<file path="src/rtl/lre_pkg.sv">
`timescale 1ns / 1ps
package lre_pkg;

    // Fixed-point format of the log constants.
    localparam int Q_INT      = 50;
    localparam int SERIES_END = 48;

    // Loss modes.
    localparam logic [1:0] MODE_BCE = 2'd0;
    localparam logic [1:0] MODE_CCE = 2'd1;
    localparam logic [1:0] MODE_MSE = 2'd2;
    localparam logic [1:0] MODE_MAE = 2'd3;

    // Configuration register indexes.
    localparam logic [1:0] CFG_LOSS_MODE = 2'd0;
    localparam logic [1:0] CFG_ROW_COUNT = 2'd1;
    localparam logic [1:0] CFG_COL_COUNT = 2'd2;

    typedef struct packed {
        logic signed [31:0] target_value;
        logic signed [31:0] predicted_value;
        logic               final_element;
    } in_item_t;

    typedef struct packed {
        logic signed [63:0] loss_value;
        logic               overflow_flag;
        logic               count_mismatch;
    } out_item_t;

    typedef struct packed {
        logic [1:0]  loss_mode;
        logic [15:0] row_count;
        logic [15:0] col_count;
    } cfg_t;

    // One classified element waiting for the back end.
    typedef struct packed {
        logic [1:0]         mode;
        logic               final_element;
        logic signed [31:0] y;
        logic [31:0]        pa;
        logic [31:0]        pb;
        logic signed [33:0] w2;
        logic [32:0]        ad;
    } entry_t;

    typedef enum logic [7:0] {
        ST_IDLE  = 8'b0000_0001,
        ST_LN_A  = 8'b0000_0010,
        ST_LN_B  = 8'b0000_0100,
        ST_MUL_A = 8'b0000_1000,
        ST_MUL_B = 8'b0001_0000,
        ST_ACC   = 8'b0010_0000,
        ST_DIV   = 8'b0100_0000,
        ST_DONE  = 8'b1000_0000
    } state_t;

    // Shift-subtract division, used only to build constants at elaboration.
    function automatic logic [63:0] udiv64(logic [63:0] a, logic [63:0] b);
        logic [64:0] r;
        logic [63:0] q;
        r = '0;
        q = a;
        for (int i = 0; i < 64; i++) begin
            r = {r[63:0], q[63]};
            q = {q[62:0], 1'b0};
            if (r >= {1'b0, b}) begin
                r = r - {1'b0, b};
                q[0] = 1'b1;
            end
        end
        return q;
    endfunction

    // Truncated Q50 product.
    function automatic logic [63:0] umul_q50(logic [63:0] a, logic [63:0] b);
        logic [127:0] p;
        p = {64'd0, a} * {64'd0, b};
        return p[Q_INT+63:Q_INT];
    endfunction

    // ln(1 + num/den) in Q50 by the atanh series.
    function automatic logic [63:0] log1p_q50(logic [63:0] num, logic [63:0] den);
        logic [63:0] z;
        logic [63:0] z2;
        logic [63:0] term;
        logic [63:0] acc;
        z    = udiv64(num << Q_INT, (den << 1) + num);
        z2   = umul_q50(z, z);
        term = z;
        acc  = '0;
        for (int n = 1; n < SERIES_END; n += 2) begin
            acc  = acc + udiv64(term, 64'(n));
            term = umul_q50(term, z2);
        end
        return acc << 1;
    endfunction

    localparam logic [63:0] LN2_Q50 = log1p_q50(64'd1, 64'd1);

endpackage

</file>
<file path="src/rtl/lre_queue.sv">
`timescale 1ns / 1ps
module lre_queue (
    input  logic            aclk,
    input  logic            aresetn,
    input  logic            push,
    input  lre_pkg::entry_t push_data,
    output logic            full,
    input  logic            pop,
    output logic            not_empty,
    output lre_pkg::entry_t pop_data
);
    import lre_pkg::*;

    entry_t     mem_reg [2];
    logic       wr_ptr_reg;
    logic       rd_ptr_reg;
    logic [1:0] count_reg;
    logic       do_pop;

    assign full      = (count_reg == 2'd2);
    assign not_empty = (count_reg != 2'd0);
    assign pop_data  = mem_reg[rd_ptr_reg];
    assign do_pop    = pop && not_empty;

    // Storage for the two entries.
    always_ff @(posedge aclk) begin
        if (push) begin
            mem_reg[wr_ptr_reg] <= push_data;
        end
    end

    // Pointers and fill count.
    always_ff @(posedge aclk) begin
        if (!aresetn) begin
            wr_ptr_reg <= 1'b0;
            rd_ptr_reg <= 1'b0;
            count_reg  <= 2'd0;
        end else begin
            if (push) begin
                wr_ptr_reg <= !wr_ptr_reg;
            end
            if (do_pop) begin
                rd_ptr_reg <= !rd_ptr_reg;
            end
            count_reg <= count_reg + 2'(push) - 2'(do_pop);
        end
    end

endmodule

</file>
<file path="config.mk">
export PLATFORM = sky130hd
export DESIGN_NAME = lre_queue
export DESIGN_NICKNAME = d
export VERILOG_FILES = /design/src/rtl/lre_pkg.sv /design/src/rtl/lre_queue.sv
export SDC_FILE = /design/constraint.sdc
export NUM_CORES = 1
export LEC_CHECK = 0
export ABC_AREA = 1
export BUFFER_PORTS_ARGS = -buffer_cell sky130_fd_sc_hd__buf_4
export CORE_MARGIN = 2
export CORE_UTILIZATION = 52
export CTS_CLUSTER_DIAMETER = 40
export DETAILED_ROUTE_END_ITERATION = 12
export PLACE_DENSITY = 0.79
export SLEW_MARGIN = 25
export SYNTH_ARGS = -nofsm -noshare
export SYNTH_HDL_FRONTEND = slang
export SYNTH_SLANG_ARGS = --single-unit
</file>
<file path="constraint.sdc">
create_clock -name aclk -period 11.5 [get_ports aclk]
set_input_delay 2.3 -clock aclk [delete_from_list [all_inputs] [get_ports aclk]]
set_output_delay 2.3 -clock aclk [all_outputs]
set_load 0.05 [all_outputs]
</file>
==> results.json <==
{
  "grt_pass1_vias": 6521,
  "cap_violations": 0,
  "synth_area_mm2": 0.0123,
  "avgSynthCellArea_um2": 22.2,
  "report.final.slew_viol_count": 0,
  "setup_viol": 0,
  "clockBufferDepth": 3,
  "path_cells": "buf_6 > mux2_2 > buf_4",
  "vias_per_cell": 5.02,
  "gr-usage-all-layers_pct": 18.7,
  "postCtsResizedCells": 0,
  "tns_ns": 0,
  "rsz0062_at_grt": "no",
  "drive_gt1_share_pct": 60.3,
  "routed_wl_um": 24500,
  "grt_max_degree": 98,
  "switching_share_pct": 31.2,
  "syn_inst": 552,
  "ios": 338,
  "root_buffer": "clkbuf_16",
  "final_hold_viol_count": 0,
  "fin_skew_ns": 0.0115,
  "tightest_slew_ns": 0.957,
  "dr.pass1.iters": 5,
  "ys_ff_latch": 337,
  "path_max_fanout": 80,
  "largest_reg_flops": 332,
  "p_leak_nw": 6.16,
  "antenna_found_initial": 0,
  "htreeDepth": 2,
  "final_nets": 1091,
  "portBuffers": 337,
  "hpwlAfterDp_um": 15600,
  "worstHoldPathType": "flop to flop",
  "holdPathStages": 2,
  "start_kind": "flop",
  "end_kind": "output pin",
  "syn2layout_area_growth_pct": 33.7,
  "r2r_cells": 3,
  "crit_cells": 3,
  "min_period_ns": 4.51,
  "cts.sinks": 337,
  "initial_utilization_pct": 52.5,
  "die-area_mm2": 0.0248,
  "antennaDiodeCount": 0,
  "clkPwrFrac_pct": 33.4,
  "fmax_mhz": 222,
  "cellInternalPower_mw": 2.53,
  "routedWlPerCell_um": 19.3,
  "syn-num-nets": 724,
  "hold_buffers": 0,
  "cts_setup_buffers": 0,
  "core_mm2": 0.0233,
  "power_density_mw_per_mm2": 224,
  "critPathBufInv": 2,
  "arrival_ns": 2.21,
  "finalCritPeriodShare_pct": 39.2,
  "vias": 6355,
  "dp_cells": 1196,
  "fillers": 1502,
  "layout_common_cells": "buf_4, edfxtp_1, mux2_2, clkbuf_16, nor2_1",
  "drc": 0,
  "p_sw_mw": 1.15,
  "cts_buffers": 40,
  "seqPwrFrac_pct": 39.3,
  "cts_tree": "built",
  "critical-path-top-delay-family": "buffers and inverters",
  "grt_pass1_wl_um": 34800,
  "combPwrFrac_pct": 27.3,
  "slowest_stage": "buf_6",
  "path_clk_slew_ns": 0.05,
  "finalNonFillerCells": 1267,
  "yosys_warnings": 0,
  "yosysUniqueCellTypes": 12,
  "postRouteAntennaNets": 0,
  "grt_overflow_total": 0,
  "drt-initial-drc-count": 367,
  "peakVddDrop_mv": 0.159,
  "outcome": "finished clean",
  "place.gp.congestion": 0.758,
  "layout_commonest_cell": "buf_4",
  "crit_type": "flop to output pin",
  "ys_seq_area_share_pct": 82.1,
  "slowest_delay_ns": 0.57,
  "dieHeight_um": 158,
  "max-slew-margin-rel_pct": 36.2,
  "rows": 56,
  "die_w_um": 158,
  "insertion_delay_ns": 0.50,
  "cp.required_ns": 9.20
}
[cells by family (layout without fill, tap and decap cells)]
family / after synthesis / after routing / synth area share [%]
simple gates: 20 / 20 / 0.633
fa+ha+maj: 2 / 2 / 0.204
buf+inv: 26 / 422 / 1.74
flops: 337 / 337 / 82.1
compound gates: 1 / 1 / 0.0408
mux: 166 / 166 / 15.2
[layer usage]
layer  global-route usage [%]  vias up  part of all wire, %
met3                     4.52       62                  7.0
met5                        0        -                    0
met1                     21.4     3117                   38
met4                     9.74        0                  4.4
li1                         -     2912                    -
met2                     32.5      264                   51
[path summary, 6_finish.rpt]
path                   start              to  slack (ns)
setup / recovery        flop   pop_data[126]        6.99
setup reg to reg  wr_ptr_reg  mem_reg[1][28]        8.88
hold / removal    rd_ptr_reg            flop        0.51
hold reg to reg   rd_ptr_reg            flop        0.51
[synthesized netlist by cell type]
master | number | area share, %
nor2_1 | 10 | 0.31
buf_2 | 2 | 0.082
mux2_2 | 166 | 15
buf_6 | 14 | 1.3
dfxtp_1 | 5 | 0.82
nand3_1 | 2 | 0.082
nand2_1 | 8 | 0.24
ha_1 | 2 | 0.20
buf_4 | 2 | 0.12
edfxtp_1 | 332 | 81
a21oi_1 | 1 | 0.041
inv_1 | 8 | 0.24
[stage by stage]
step / util, % / hold WS [ns] / instance area [um^2] / setup WS [ns] / power, mW
global placement: 64.5 / 0.484 / 15100 / 6.92 / 2.47
CTS: 70.2 / 0.512 / 16400 / 6.76 / 3.71
detailed placement: 64.6 / 0.487 / 15100 / 6.91 / 2.48
global route: 70.3 / 0.543 / 16400 / 6.92 / 3.80
floorplan: - / 0.467 / 12300 / 1.52 / 2.21
finish: 70.3 / 0.507 / 16400 / 6.99 / 3.68
[final cells by class]
| cell class | instances | area, um^2 | area share, % |
|---|---|---|---|
| sequential | 337 | 10100 | 61.4 |
| multi-input combinational | 189 | 1980 | 12.1 |
| inverter | 8 | 35.0 | 0.214 |
| clock inverter | 25 | 264 | 1.61 |
| clock buffer | 46 | 1040 | 6.37 |
| tap | 319 | 399 | 2.43 |
| timing repair buffer | 343 | 2590 | 15.8 |
[power by group through the flow]
stage | Clock (mW) | Sequential [mW] | Combinational [mW]
detailed placement | 0 | 1.47 | 1.01
global route | 1.30 | 1.45 | 1.04
floorplan | 0 | 1.48 | 0.735
global placement | 0 | 1.47 | 0.998
finish | 1.23 | 1.45 | 1.00
CTS | 1.25 | 1.45 | 1.01
[tightest hold or removal path, cell delays in order (launching register included)]
cell     delay (ns)
dfxtp_1        0.33
nor2_1         0.06
nor2_1         0.09
(Power assumes the default switching activity.)
