## src/rtl/lre_pkg.sv

```systemverilog
`timescale 1ns / 1ps
package lre_pkg;

    // Fixed-point format of the log constants.
    localparam int Q_INT      = 50;
    localparam int SERIES_END = 48;

    // Loss modes.
    localparam logic [1:0] MODE_BCE = 2'd0;
    localparam logic [1:0] MODE_CCE = 2'd1;
    localparam logic [1:0] MODE_MSE = 2'd2;
    localparam logic [1:0] MODE_MAE = 2'd3;

    // Configuration register indexes.
    localparam logic [1:0] CFG_LOSS_MODE = 2'd0;
    localparam logic [1:0] CFG_ROW_COUNT = 2'd1;
    localparam logic [1:0] CFG_COL_COUNT = 2'd2;

    typedef struct packed {
        logic signed [31:0] target_value;
        logic signed [31:0] predicted_value;
        logic               final_element;
    } in_item_t;

    typedef struct packed {
        logic signed [63:0] loss_value;
        logic               overflow_flag;
        logic               count_mismatch;
    } out_item_t;

    typedef struct packed {
        logic [1:0]  loss_mode;
        logic [15:0] row_count;
        logic [15:0] col_count;
    } cfg_t;

    // One classified element waiting for the back end.
    typedef struct packed {
        logic [1:0]         mode;
        logic               final_element;
        logic signed [31:0] y;
        logic [31:0]        pa;
        logic [31:0]        pb;
        logic signed [33:0] w2;
        logic [32:0]        ad;
    } entry_t;

    typedef enum logic [7:0] {
        ST_IDLE  = 8'b0000_0001,
        ST_LN_A  = 8'b0000_0010,
        ST_LN_B  = 8'b0000_0100,
        ST_MUL_A = 8'b0000_1000,
        ST_MUL_B = 8'b0001_0000,
        ST_ACC   = 8'b0010_0000,
        ST_DIV   = 8'b0100_0000,
        ST_DONE  = 8'b1000_0000
    } state_t;

    // Shift-subtract division, used only to build constants at elaboration.
    function automatic logic [63:0] udiv64(logic [63:0] a, logic [63:0] b);
        logic [64:0] r;
        logic [63:0] q;
        r = '0;
        q = a;
        for (int i = 0; i < 64; i++) begin
            r = {r[63:0], q[63]};
            q = {q[62:0], 1'b0};
            if (r >= {1'b0, b}) begin
                r = r - {1'b0, b};
                q[0] = 1'b1;
            end
        end
        return q;
    endfunction

    // Truncated Q50 product.
    function automatic logic [63:0] umul_q50(logic [63:0] a, logic [63:0] b);
        logic [127:0] p;
        p = {64'd0, a} * {64'd0, b};
        return p[Q_INT+63:Q_INT];
    endfunction

    // ln(1 + num/den) in Q50 by the atanh series.
    function automatic logic [63:0] log1p_q50(logic [63:0] num, logic [63:0] den);
        logic [63:0] z;
        logic [63:0] z2;
        logic [63:0] term;
        logic [63:0] acc;
        z    = udiv64(num << Q_INT, (den << 1) + num);
        z2   = umul_q50(z, z);
        term = z;
        acc  = '0;
        for (int n = 1; n < SERIES_END; n += 2) begin
            acc  = acc + udiv64(term, 64'(n));
            term = umul_q50(term, z2);
        end
        return acc << 1;
    endfunction

    localparam logic [63:0] LN2_Q50 = log1p_q50(64'd1, 64'd1);

endpackage

```

## src/rtl/lre_front.sv

```systemverilog
`timescale 1ns / 1ps
module lre_front #(
    parameter int FRAC_BITS = 16
) (
    input  logic              s_valid,
    output logic              s_ready,
    input  lre_pkg::in_item_t s_data,
    input  logic [1:0]        loss_mode,
    input  logic              q_full,
    output logic              push,
    output lre_pkg::entry_t   entry
);
    import lre_pkg::*;

    localparam logic signed [33:0] ONE = 34'sd1 <<< FRAC_BITS;

    logic signed [33:0] y34;
    logic signed [33:0] p34;
    logic signed [33:0] pc;
    logic signed [33:0] pbw;
    logic signed [33:0] d;
    logic signed [33:0] dmag;
    logic               ce;

    // The input side is open whenever the queue has room.
    assign s_ready = !q_full;
    assign push    = s_valid && !q_full;

    // Clamp the prediction for the log and form the error magnitude.
    always_comb begin
        y34 = 34'(s_data.target_value);
        p34 = 34'(s_data.predicted_value);
        ce  = (loss_mode == MODE_BCE) || (loss_mode == MODE_CCE);
        pc  = p34;
        if (pc < 34'sd1) begin
            pc = 34'sd1;
        end
        if ((loss_mode == MODE_BCE) && (pc > ONE - 34'sd1)) begin
            pc = ONE - 34'sd1;
        end
        pbw  = ONE - pc;
        d    = y34 - p34;
        dmag = d[33] ? -d : d;

        entry.mode          = loss_mode;
        entry.final_element = s_data.final_element;
        entry.y             = s_data.target_value;
        entry.pa            = ce ? pc[31:0] : 32'd1;
        entry.pb            = (loss_mode == MODE_BCE) ? pbw[31:0] : 32'd1;
        entry.w2            = ONE - y34;
        entry.ad            = dmag[32:0];
    end

endmodule

```

## config.mk

```make
export PLATFORM = sky130hd
export DESIGN_NAME = lre_front
export DESIGN_NICKNAME = d
export VERILOG_FILES = /design/src/rtl/lre_pkg.sv /design/src/rtl/lre_front.sv
export SDC_FILE = /design/constraint.sdc
export NUM_CORES = 1
export LEC_CHECK = 0
export BUFFER_PORTS_ARGS = -buffer_cell sky130_fd_sc_hd__buf_4
export CORE_MARGIN = 8
export CORE_UTILIZATION = 50
export DETAILED_ROUTE_END_ITERATION = 12
export PLACE_DENSITY = 0.9
export SYNTH_ARGS = -nofsm -noshare
export SYNTH_HDL_FRONTEND = slang
export SYNTH_SLANG_ARGS = --single-unit
export TNS_END_PERCENT = 100
```

## constraint.sdc

```tcl
create_clock -name vclk -period 5.2
set_input_delay 0.52 -clock vclk [all_inputs]
set_output_delay 0.52 -clock vclk [all_outputs]
set_load 0.02 [all_outputs]
```

==> results by stage, run 1 <==
Outcome:
- The run finished with clean final reports.

Routing:
- The number of vias in the routed layout is 6279.
- Dividing the detail-routed wire length by the instance count gives 17.4 µm.
- The count of nets left with antenna violations once routing finished came out at 0.
- The average vias per placed instance is 5.85.
- The detailed-router iteration count before antenna repair is 5.
- The total wirelength of the detailed-routed design is 18700 µm.
- The residual DRC count is 0.
- After the first detailed-routing iteration, the DRC count stood at 465.

Yosys:
- The area of the mapped netlist is 4880 µm².
- In this run the biggest area consumer among cell types represents 12.9% of the synthesized area.
- Summing the sequential cell areas from Yosys gives 0% of the chip area.
- By instance count, the leading cell after synthesis is sky130_fd_sc_hd__nor2_1.
- The commonest cells after synthesis are sky130_fd_sc_hd__nor2_1, sky130_fd_sc_hd__xnor2_1, sky130_fd_sc_hd__nand2_1.
- The synthesized design spends more area on one cell type than any other, namely sky130_fd_sc_hd__xnor2_1.
- Ranked by total cell area, the synthesized netlist is headed by sky130_fd_sc_hd__xnor2_1, sky130_fd_sc_hd__ha_1, sky130_fd_sc_hd__nor2_1, sky130_fd_sc_hd__a21oi_1, sky130_fd_sc_hd__buf_4.
- Synthesis produced 760 cells.
- Counting distinct cell types in the post-synthesis netlist gives 69.
- Dividing the synthesized area by the synthesized cell count gives 6.42 µm².
- Counting every net in the synthesized netlist gives 866.
- For this run, the number of Yosys warnings is 0.

Power and ir drop:
- The power per standard cell area is 158 nW/µm².
- The leakage power summed over all cells is 2.85 nW.
- The portion of total power attributed to sequential cells is 0%.
- The power share of the combinational group is 100.0%.
- The internal portion of the total power is 0.417 mW.
- IR analysis of the VDD net gives a maximum drop of 187 µV.
- Net switching is 59.6% of the power.
- The power spent charging and discharging nets is 0.615 mW.
- The share of total power dissipated in the clock network is 0%.

STA:
- The worst pin sits at a relative slew slack of 49.0%.
- Derived from the worst setup path, the maximum achievable clock frequency is 206 MHz.
- The number of max-slew violations in the final report is 0.
- The number of endpoints with negative hold slack in the final report came to 0.
- Setup violations remaining at the end of the flow were counted as 0.
- Dividing the final minimum period by the clock period gives 93.4%.
- Setup repair after global routing left no endpoint under its margin.
- At the pin with the least slew margin, the transition time is 760 ps.
- The total negative setup slack is 0 ps.
- The time the final worst path needs with I/O delays and setup is 4860 ps.

Worst setup path:
- The maximum fanout along the worst path is 11.
- The worst endpoint data arrival time is 4340 ps.
- The worst path required time is 4680 ps.
- The worst setup path is of the input pin to output port kind.
- The critical path launch point type is an input pin.
- The slowest stage cell on the critical path is sky130_fd_sc_hd__nor4_2.
- The critical path endpoint category is an output port.
- The longest individual stage delay on the worst path is 550 ps.
- Walking the worst path, the cells encountered are buf_4 -> or4_1 -> nor2_1 -> nand3_1 -> nor4_2 -> and4_1 -> ha_1 -> a311oi_2 -> nor4_2 -> a31oi_1 -> o41ai_2 -> buf_4 -> nand3_1 -> o21ai_0 -> nor3b_1 -> buf_4.
- The most numerous cell type found on the critical path is sky130_fd_sc_hd__buf_4.

Worst hold path:
- The worst hold path terminates at entry[163].
- The tightest min-delay check is of the input pin to output port type.
- The worst hold path begins at s_data[0].
- Counting instances, the worst hold path has a depth of 0.

Final layout:
- The post-route netlist has 29.4% of its cells at a drive strength greater than 1.
- 0 antenna diodes ended up in the layout.
- Clock buffers in the final layout number 0.
- The area taken by multi-input logic gates is 4290 µm².
- The signed area change from the synthesized netlist to the final layout is 33.6%.
- For this run, the post-layout net count is 1048.
- The flip-flop and latch area is 0 µm².
- Fill cells in the final layout number 941.
- The layout sequential cell count is 0.
- The finished cells cover 6520 µm².

Global routing:
- The first global-routing pass estimated 29900 µm of wire.
- In the global route stage, overall resource usage came out at 27.0%.
- The maximum number of pins on one net before global-route repair is 26.
- For this run the aggregate overflow at the end of global routing stands at 0.
- The number of global-route vias before repair is 6062.
- The number of antenna violations at the first check in global routing is 0.

Floorplanning:
- The floorplan has 36 rows.
- In this run the vertical extent of the chip is 115 µm.
- For this design the top-level I/O count stands at 237.
- The starting utilization of the core area is 50.6%.
- The die covers 13200 µm².
- The placeable core region is 9640 µm².
- In this run the horizontal extent of the chip is 115 µm.

Placement:
- Detailed placement ended at an HPWL of 15900 µm.
- The global placement routability congestion is 1.04.
- Once placement finished, the instance area stood at 6500 µm².
- Port buffering added 235 buffers.

Clock network:
- Once the clock tree was built, the setup fixing pass inserted 0 buffers.

Run:
- The tool flagged a number of max-cap violations equal to 0.
[critical path, delay by kind of cell]
kind                       cells  cell delay (ps)
AOI/OAI and AO/OA              4              880
buffers and inverters          3              550
adders and majority gates      1              270
and+or+nand+nor                8             2100
[placed cells by master (no fill, tap or decap), drive strengths merged, types with 16 or more instances in the layout]
cell type and n:
ha 36, xor2 27, o31ai 16, nand2 63
nor2 79, nand3 17, a21oi 57, xnor2 72
o21a 16, o21ai 41, nor4 16, inv 54
buf 247, nor3 52
[power groups by stage]
stage	sequential [mW]	combinational, mW	clock (mW)
floorplan	0	0.656	0
global placement	0	1.02	0
detailed placement	0	1.02	0
CTS	0	1.03	0
global route	0	1.11	0
finish	0	1.03	0
[routing by layer]
layer | global-route usage [%] | up-vias | wire, µm
met2 | 48.5 | 313 | 8910
li1 | - | 3084 | -
met5 | 0 | - | 0
met3 | 5.20 | 52 | 1570
met4 | 9.81 | 0 | 667
met1 | 30.9 | 2830 | 7580
[cell families (layout without fill, tap and decap cells)]
| logic type | count (synthesis) | after routing | share of synthesized area (%) |
|---|---|---|---|
| AND/OR/NAND/NOR | 297 | 297 | 31.4 |
| AO/OA/AOI/OAI | 203 | 203 | 28.1 |
| buffers and inverters | 121 | 301 | 12.4 |
| XOR/XNOR | 99 | 99 | 17.8 |
| adder cells (fa/ha/maj) | 37 | 37 | 9.65 |
| multiplexers | 3 | 3 | 0.667 |
[what timing repair did]
item / CTS / global route
hold buffers: 0 / 0
resized for setup: 0 / 5
endpoints found under the setup margin: 0 / 4
[metrics by stage]
step                      power, mW  setup slack, ps  hold slack [ps]  util (%)  cells
after floorplan               0.656              294             1120         -    760
after global placement         1.02              301             1040      67.4   1073
after detailed placement       1.02              233             1040      67.4   1073
after CTS                      1.03              192             1040      67.4   1073
after global routing           1.11             5.27             1040      67.6   1073
final                          1.03              344             1040      67.6   1073
[how the worst max path moves through the flow]
stage | end | slack, ps | from
final | entry[95] | 340 | s_data[4]
after detailed placement | entry[95] | 230 | s_data[4]
after global placement | entry[95] | 300 | s_data[4]
after global routing | entry[29] | 5 | s_data[9]
after CTS | entry[95] | 190 | s_data[4]
after floorplan | entry[95] | 290 | s_data[4]
[layout make-up]
class,count,share of cell area (%)
multi-input combinational,639,65.9
timing repair buffer,247,28.5
inverter,54,3.11
tap,133,2.55
No activity file was read; power rests on OpenSTA's default activity.
==> inputs of run 2 (changes only) <==
Settings changed: PLACE_DENSITY 0.9 to unset, PLACE_DENSITY_LB_ADDON set to 0.12.
==> run 2 against run 1 <==
Die area is the same. Critical path depth shrank 4. Utilization grew 0.065 points. Cell area is essentially flat. First-iteration DRC count shrank 7.7%. Clock-buffer cell count is the same. Global-route usage grew 0.69 points. Worst hold slack is essentially flat. Non-clock buffer count grew 1. Sequential cell count is the same. Cell count is essentially flat. Largest cell class unchanged.
==> results by stage, run 2 (same netlist as run 1, synthesis figures left out) <==
Floorplanning:
- The horizontal die dimension is 115 µm (unchanged).
- The die height is 115 µm (unchanged).
- The count of pins on the block boundary is 237 (unchanged).
- The placeable core region is 9640 µm² (unchanged).
- The area of the die is 13200 µm² (unchanged).
- The number of rows created at floorplan is 36 (unchanged).
- The starting utilization of the core area is 50.6% (unchanged).

Global routing:
- The number of global-route vias before repair was 6330 (was 6062).
- The maximum number of pins on one net before global-route repair is 26 (unchanged).
- The number of antenna violations at the first check in global routing is 0 (unchanged).
- The final global-route overflow total is 0 (unchanged).
- The overall routing resource usage is 27.6% (was 27.0%).
- The global-route wire length before repair is 30600 µm (was 29900 µm).

Worst hold path:
- The type of the most critical hold path is input pin to output port (unchanged).

Worst setup path:
- The worst endpoint data arrival time is 4480 ps (was 4340 ps).
- The maximum fanout along the worst path was 12 (was 11).
- The critical setup path kind was input pin to output port (unchanged).
- The worst path required time is 4680 ps (about the same).
- The critical path endpoint category is an output port (unchanged).
- The critical path launch point type is an input pin (unchanged).

Routing:
- The post-detailed-route count of antenna-violating nets came to 0 (unchanged).
- The residual DRC count came to 0 (unchanged).
- The violation count after the first detailed-route iteration came to 429 (was 465).
- The total wirelength of the detailed-routed design is 19700 µm (was 18700 µm).
- The number of vias in the routed layout was 6402 (was 6279).
- The average vias per placed instance was 5.96 (was 5.85).
- The mean routed wirelength per cell is 18.3 µm (was 17.4 µm).
- The detailed-router iteration count before antenna repair is 5 (unchanged).

STA:
- The smallest setup slack after layout is 199 ps (was 344 ps).
- The number of endpoints with negative hold slack in the final report is 0 (unchanged).
- The number of max-slew violations in the final report came to 0 (unchanged).
- RSZ-0062 raised after global routing: false (unchanged).
- The total negative setup slack is 0 ps (unchanged).
- The pin slew with the least headroom to its limit is 739 ps (was 760 ps).
- The period utilization came to 96.2% (was 93.4%).
- The time the final worst path needs with I/O delays and setup came to 5000 ps (was 4860 ps).
- The maximum clock frequency was 200 MHz (was 206 MHz).
- The number of setup violations in the final report is 0 (unchanged).
- The worst slew slack as a fraction of its limit is 50.4% (was 49.0%).

Final layout:
- The clock buffer count in the final layout is 0 (unchanged).
- The signed area change from the synthesized netlist to the final layout is 33.8% (was 33.6%).
- The flip-flop and latch area is 0 µm² (unchanged).
- The fraction of final layout cells sized beyond drive strength 1 is 29.3% (was 29.4%).
- The count of inserted antenna diode cells is 0 (unchanged).
- The count of nets after finishing is 1049 (was 1048).
- The layout sequential cell count is 0 (unchanged).
- Leading cell types in the layout, fill and taps excluded: sky130_fd_sc_hd__buf_4, sky130_fd_sc_hd__nor2_1, sky130_fd_sc_hd__xnor2_1 (unchanged).
- The most frequent standard cell in the layout excluding fill and tap cells is sky130_fd_sc_hd__buf_4 (unchanged).

Run:
- The number of maximum-capacitance constraint violations was 0 (unchanged).

Clock network:
- The number of buffers inserted by post-CTS setup repair is 0 (unchanged).

Power and ir drop:
- The power share of the combinational group is 100.0% (about the same).
- The power spent charging and discharging nets is 0.623 mW (was 0.615 mW).
- The power per standard cell area was 160 nW/µm² (was 158 nW/µm²).
- The maximum vdd ir drop was 170 µV (was 187 µV).
- The portion of total power attributed to sequential cells was 0% (about the same).
- The switching part of the total power is 59.8% (was 59.6%).
- The leakage power summed over all cells is 2.86 nW (was 2.85 nW).
- The internal portion of total power came to 0.418 mW (was 0.417 mW).
- The clock share of power is 0% (about the same).

Placement:
- The number of buffer cells added on primary ports is 235 (unchanged).
- The post-placement worst setup slack is 90.0 ps (was 233 ps).
- The global placement routability congestion is 0.981 (was 1.04).
- The half-perimeter wire length after placement is 16700 µm (was 15900 µm).

Outcome:
- Status: completed (unchanged).
run 2: changes by cell type in the layout (fill, tap and decap cells not counted), sizes merged:
cell | before | now
buf | 247 | 248
run 2: repair_timing:
item                       CTS  global route
setup endpoints to repair    0             8
hold buffers                 0             0
resized for setup            0             3
run 2: cell type report:
class | instances | area [µm²]
timing repair buffer | 248 | 1860
fill | 874 | 3120
tap | 133 | 166
multi-input combinational | 639 | 4290
inverter | 54 | 203
run 2: worst max-delay path, cell delays in order:
cell,delay (ps)
sky130_fd_sc_hd__buf_4,110
sky130_fd_sc_hd__inv_1,100
sky130_fd_sc_hd__ha_1,540
sky130_fd_sc_hd__nand2_1,120
sky130_fd_sc_hd__o31ai_2,640
sky130_fd_sc_hd__a31oi_1,200
sky130_fd_sc_hd__xnor2_1,280
sky130_fd_sc_hd__nor4_1,650
sky130_fd_sc_hd__nand3_1,460
sky130_fd_sc_hd__o41ai_2,470
sky130_fd_sc_hd__xnor2_1,200
sky130_fd_sc_hd__buf_4,190
run 2: power groups by stage:
| stage | combinational, mW | clock (mW) | sequential [mW] |
|---|---|---|---|
| 2_1_floorplan | 0.656 | 0 | 0 |
| 5_1_grt | 1.11 | 0 | 0 |
| 4_1_cts | 1.04 | 0 | 0 |
| 3_5_place_dp | 1.03 | 0 | 0 |
| 6_report | 1.04 | 0 | 0 |
| 3_3_place_gp | 1.01 | 0 | 0 |
run 2: metrics by stage:
stage / hold WS [ps] / util (%) / instances / power, mW / area, µm²
floorplan: 1120 / - / 760 / 0.656 / 4880
global placement: 1040 / 67.5 / 1074 / 1.01 / 6500
detailed placement: 1040 / 67.5 / 1074 / 1.03 / 6500
CTS: 1040 / 67.5 / 1074 / 1.04 / 6500
global route: 1040 / 67.7 / 1074 / 1.11 / 6520
finish: 1040 / 67.7 / 1074 / 1.04 / 6520
run 2: final timing paths:
path              depth (start not counted)         end       from
setup / recovery                         12   entry[31]  s_data[6]
hold / removal                            0  entry[163]  s_data[0]
run 2: routing by layer:
layer  vias to the layer above  GRT usage (%)  routed length (µm)
met3                        49           3.99                1590
met1                      2949           30.2                7610
met5                         -              0                   0
met2                       322           52.9                9790
li1                       3082              -                   -
met4                         0           9.37                 669
